[config.mk]
export PLATFORM = sky130hd
export DESIGN_NAME = cctf_row_match
export DESIGN_NICKNAME = d
export VERILOG_FILES = /design/src/cctf_pkg.sv /design/src/cctf_row_match.sv
export SDC_FILE = /design/constraint.sdc
export NUM_CORES = 1
export LEC_CHECK = 0
export ABC_AREA = 1
export ABC_CLOCK_PERIOD_IN_PS = 6500
export BUFFER_PORTS_ARGS = -buffer_cell sky130_fd_sc_hd__buf_2
export CORE_MARGIN = 5
export CORE_UTILIZATION = 45
export DETAILED_ROUTE_END_ITERATION = 8
export PLACE_DENSITY = 0.77
export RECOVER_POWER = 25
export SKIP_LAST_GASP = 1
export SLEW_MARGIN = 20
export SYNTH_ARGS = -nofsm -noshare
export SYNTH_HDL_FRONTEND = slang
export SYNTH_SLANG_ARGS = --single-unit
[constraint.sdc]
create_clock -name vclk -period 6.5
set_input_delay 1.3 -clock vclk [all_inputs]
set_output_delay 1.3 -clock vclk [all_outputs]
set_load 0.02 [all_outputs]
[src/cctf_pkg.sv]
// ----------------------------------------------------------------------------
// cctf_pkg: shared types, constants and functions of the character lexer
//
// Holds the table geometry, the slot and row layout, the controller states
// and the character class decoder.
// ----------------------------------------------------------------------------
package cctf_pkg;

  // Table geometry.
  localparam int NUM_STATES      = 64;
  localparam int SLOTS_PER_STATE = 16;
  localparam int STATE_W         = $clog2(NUM_STATES);
  localparam int SLOT_W          = $clog2(SLOTS_PER_STATE);

  // Field widths of a transaction.
  localparam int MODE_W    = 2;
  localparam int CHAR_W    = 8;
  localparam int PATTERN_W = 8;
  localparam int ACTION_W  = 4;
  localparam int NEXT_W    = 6;

  // Patterns below this value name a character class.
  localparam logic [PATTERN_W-1:0] LITERAL_BASE = 8'd32;
  localparam logic [PATTERN_W-1:0] PAT_END      = 8'd0;

  // Transaction modes.
  localparam logic [MODE_W-1:0] MODE_LOAD    = 2'd0;
  localparam logic [MODE_W-1:0] MODE_CHAR    = 2'd1;
  localparam logic [MODE_W-1:0] MODE_RESTART = 2'd2;

  // Character class numbers.
  localparam logic [PATTERN_W-1:0] CLS_IDENT_START = 8'd1;
  localparam logic [PATTERN_W-1:0] CLS_IDENT       = 8'd2;
  localparam logic [PATTERN_W-1:0] CLS_IDENT_DASH  = 8'd4;
  localparam logic [PATTERN_W-1:0] CLS_QUOTABLE    = 8'd9;
  localparam logic [PATTERN_W-1:0] CLS_DIGIT       = 8'd14;
  localparam logic [PATTERN_W-1:0] CLS_CR          = 8'd18;
  localparam logic [PATTERN_W-1:0] CLS_ALNUM       = 8'd19;
  localparam logic [PATTERN_W-1:0] CLS_LF          = 8'd20;
  localparam logic [PATTERN_W-1:0] CLS_BLANK       = 8'd23;
  localparam logic [PATTERN_W-1:0] CLS_PRINT_HI    = 8'd24;
  localparam logic [PATTERN_W-1:0] CLS_ALPHA       = 8'd25;

  // One transition slot and one table row.
  typedef struct packed {
    logic [PATTERN_W-1:0] pattern;
    logic [ACTION_W-1:0]  action;
    logic [NEXT_W-1:0]    next;
  } slot_t;

  typedef slot_t [SLOTS_PER_STATE-1:0] row_t;

  // Result of matching one character against one row.
  typedef struct packed {
    logic                found;
    logic [ACTION_W-1:0] action;
    logic [NEXT_W-1:0]   next;
  } match_t;

  // Controller states.
  typedef enum logic [1:0] {
    ST_CLEAR,
    ST_IDLE,
    ST_MATCH
  } ctrl_state_e;

  // Returns 1 when byte c belongs to character class cls.
  function automatic logic class_match(logic [CHAR_W-1:0] c, logic [PATTERN_W-1:0] cls);
    logic alpha;
    logic digit;
    logic print;
    logic res;
    alpha = (c >= 8'h41 && c <= 8'h5A) || (c >= 8'h61 && c <= 8'h7A);
    digit = (c >= 8'h30 && c <= 8'h39);
    print = (c >= 8'h20 && c <= 8'h7E);
    case (cls)
      CLS_IDENT_START: res = alpha || (c == 8'h5F);
      CLS_IDENT:       res = alpha || digit || (c == 8'h5F);
      CLS_IDENT_DASH:  res = alpha || digit || (c == 8'h5F) || (c == 8'h2D);
      CLS_QUOTABLE:    res = print && (c != 8'h23) && (c != 8'h22);
      CLS_DIGIT:       res = digit;
      CLS_CR:          res = (c == 8'h0D);
      CLS_ALNUM:       res = alpha || digit;
      CLS_LF:          res = (c == 8'h0A);
      CLS_BLANK:       res = (c == 8'h20) || (c == 8'h09);
      CLS_PRINT_HI:    res = print || c[7] || (c == 8'h09);
      CLS_ALPHA:       res = alpha;
      default:         res = 1'b0;
    endcase
    return res;
  endfunction

endpackage

[src/cctf_row_match.sv]
// ----------------------------------------------------------------------------
// cctf_row_match: first-match search over one transition table row
//
// Compares a byte against every slot of a row in parallel and picks the
// first slot that matches before the end-of-list marker.
// ----------------------------------------------------------------------------
module cctf_row_match (
  input  cctf_pkg::row_t             row_i,
  input  logic [cctf_pkg::CHAR_W-1:0] char_i,
  output cctf_pkg::match_t           match_o
);

  logic [cctf_pkg::SLOTS_PER_STATE-1:0] hit;
  logic [cctf_pkg::SLOTS_PER_STATE-1:0] live;

  // Per-slot compare: a class lookup or an exact byte compare.
  always_comb begin
    for (int i = 0; i < cctf_pkg::SLOTS_PER_STATE; i++) begin
      if (row_i[i].pattern == cctf_pkg::PAT_END) begin
        hit[i] = 1'b0;
      end else if (row_i[i].pattern < cctf_pkg::LITERAL_BASE) begin
        hit[i] = cctf_pkg::class_match(char_i, row_i[i].pattern);
      end else begin
        hit[i] = (char_i == row_i[i].pattern);
      end
    end
  end

  // A slot is live while no earlier slot ended the list.
  always_comb begin
    live[0] = 1'b1;
    for (int i = 1; i < cctf_pkg::SLOTS_PER_STATE; i++) begin
      live[i] = live[i-1] && (row_i[i-1].pattern != cctf_pkg::PAT_END);
    end
  end

  // Priority pick of the first live hit.
  always_comb begin
    match_o = '0;
    for (int i = cctf_pkg::SLOTS_PER_STATE - 1; i >= 0; i--) begin
      if (live[i] && hit[i]) begin
        match_o.found  = 1'b1;
        match_o.action = row_i[i].action;
        match_o.next   = row_i[i].next;
      end
    end
  end

endmodule

==> metrics.md <==
| Metric | Value |
|---|---|
| Vias in the first global route | 10,300 |
| Initial antenna violation count | 7 |
| Power per cell area | 58.7 mW/mm^2 |
| Top post-synthesis cells by area | nand2_1, nor2_1, inv_1 |
| Status | finished, final reports clean |
| DRT Pass-1 Iters | 7 |
| Slew @ Worst Pin | approximately 690 ps |
| Post-detail-place hpwl | 27,900 um |
| Yosys top cell area share | a little over a fifth |
| Max-cap violations | 0 |
| Post CTS Setup Buffer Count | 0 |
| Slowest CP cell | nand2_1 |
| Final min period | between 6000 and 7000 ps |
| Post-CTS Resized | 0 |
| Sequential cells | 0 |
| Cell accounting for the most synthesized area | nand2_1 |
| Endpoints failing setup | 0 |
| Port Buffer Count | 307 |
| Net Sw Frac | between 60% and 70% |
| Final period util | 95.2% |
| DR vias/cell | approximately 5.8 |
| Final Hold Vio Count | 0 |
| Synth unique cells | 54 |
| Post-CTS Hold Fix Bufs | 0 |
| Largest net degree at the start of global routing | 22 |
| Die W | around 140 um |
| Core ar. | between 0.015 and 0.02 sq mm |
| Critical path buffers and inverters | 5 |
| P_int | between 0.00015 and 0.0002 W |
| Slew HR | approximately 54% |
| Most common cell on crit path | nand2_1 |
| Cells after Synth | around 1,500 |
| CP delay by family, top | simple AND/OR/NAND/NOR gates |
| Fraction of the yosys area taken by sequential cells | 0% |
| WP data required | between 5000 and 6000 ps |
| Crit path kind | in -> out |
| Area growth syn-to-layout | 23.6% |
| Reg area | 0 sq um |
| Worst setup EP type | primary output |
| Logic pwr share | 100.0% |
| Post-DP Area | around 0.0090 sq mm |
| Mean Syn Cell Area | between 4 and 5 sq um |
| Post-Syn Nets | between 1,500 and 2,000 |
| Peak supply drop | roughly 0.037 mV |
| Wire per inst | about 17 um |
| FMAX | 162 MHz |
| CP max FO | 14 |
| Most common cell after layout, fill and taps aside | nand2_1 |
| Wire length of the first global-routing pass | approximately 51,000 um |
| Fraction of layout cells with a size suffix above 1 | 23.3% |
| Final core utilization | between 50% and 60% |
| Setup repair after global routing missed its margin | false |
| Final WS setup | roughly 310 ps |
| DIE HEIGHT | around 140 um |
| Initial DRC count | about 1,100 |
| Setup crit start kind | input pin |
| Clock power frac | 0% |
| Final Wtd Congestion | between 1 and 1.5 |
| Row Count | between 40 and 50 |
| Reg power frac | 0% |
| Initial Util | between 40% and 50% |
| Max-slew violations | 0 |
| # IOs | 307 |
| Clock buf count | 0 |
| Critical hold path startpoint | row_i[8] |
| Layout Nets | just over 2,000 |
| Overall global routing resource usage | roughly 33% |
| Total of fill cells in the finished design | about 1,800 |
| Worst path cell trace | buf_2, inv_2, nand2_1, nor3_1, o21ai_1, nand2_4, nand2_4, inv_2, o31ai_1, nor2_1, nand4_1, nand2_1, nand2_2, inv_1, o211ai_1, nand2_1, nand2_1, nand2_1, nand2_1, o21ai_1, nand2_1, nand2_1, nand2_1, buf_2 |
| Pre-CTS setup slack | about 430 ps |
| Most frequent cells in the layout | nand2_1, buf_2, nor2_1, inv_1, nand4_1 |
| Die area | 0.0189 sq mm |
| DRC viols | 0 |
| Synth Cell Area | 0.00730 sq mm |
| Slowest stage delay, CP | between 300 and 400 ps |
| Synth warn | 0 |
| Leakage dissipation | roughly 4.8 nW |
| HP Class | in -> out |
| Critical path startpoint | char_i[2] |
| Post-route ant nets | 0 |
| Vias | roughly 12,000 |
| Total Neg Setup Slack | 0 ps |
| Total gr overflow | 0 |
| Net Sw Power | between 0.0003 and 0.0004 W |
| Arr. time, crit path | between 4000 and 5000 ps |
| Routed WL | approximately 34,000 um |
| Post-route cell area | about 0.0090 sq mm |
## power by group through the flow
| stage | combinational [W] | sequential (W) | clock (W) |
|---|---|---|---|
| finish | 0.000530 | 0 | 0.000000000186 |
| global route | 0.000578 | 0 | 0.000000000144 |
| CTS | 0.000517 | 0 | 0 |
| detailed placement | 0.000515 | 0 | 0 |
| global placement | 0.000510 | 0 | 0 |
| floorplan | 0.000298 | 0 | 0 |
## tightest hold or removal path, cell delays in order
cell and delay (ps):
buf_2 80, nand2_1 40, nand2_1 50, buf_2 150
## kinds of logic (layout without fill, tap and decap cells)
kind of cell | Yosys count | count (layout) | share of synthesized area, %
compound gates | 146 | 146 | 12.6
xor+xnor | 65 | 65 | 7.80
buf+inv | 267 | 552 | 15.7
mux | 1 | 1 | 0.137
other cells | 0 | 9 | 0
simple gates | 1007 | 1007 | 63.8
## Yosys cell counts, types with 5 or more instances
library cell and count:
buf_4 10, nand2_1 424, nand4_1 104, or2_1 6
inv_1 191, and3_1 5, inv_2 18, nor2_1 194
or2_2 21, clkbuf_1 13, xor2_1 46, a221oi_1 7
or2_0 6, nor2_2 5, o21ai_0 37, o211ai_1 6
xnor2_1 19, nor3_1 62, o21ai_1 11, buf_2 17
a21oi_1 35, nand3_1 101, a41oi_1 7, nor4_1 50
nand2_2 11, o22ai_1 5, a31oi_1 10, buf_6 11
## cell type report
type                       instances  area (sq um)  share of cell area, %
tap                              216           270                   2.99
inverter                         213           802                   8.88
multi-input combinational       1219          6160                   68.2
antenna                            9          22.5                  0.249
timing repair buffer             339          1780                   19.7
## path summary, 6_finish.rpt
kind / to / depth (start not counted)
setup / recovery: match_o[7] / 24
hold / removal: match_o[8] / 4
## stage by stage
| stage | total power (W) | hold WS (ps) | cells |
|---|---|---|---|
| 2_1_floorplan | 0.000298 | 2770 | 1486 |
| 3_3_place_gp | 0.000510 | 2920 | 1987 |
| 3_5_place_dp | 0.000515 | 2920 | 1987 |
| 4_1_cts | 0.000517 | 2920 | 1987 |
| 5_1_grt | 0.000578 | 2950 | 1994 |
| 6_report | 0.000530 | 2920 | 1996 |
## routing by layer
metal  routed length, um  global-route usage [%]  vias to the layer above
met2               15800                    55.9                      821
met4                1790                    16.9                        0
li1                    -                       -                     5529
met1               12200                    40.4                     5041
met5                   0                       0                        -
met3                4540                    5.66                      162
Note: power is estimated with default switching activity, not from simulation.
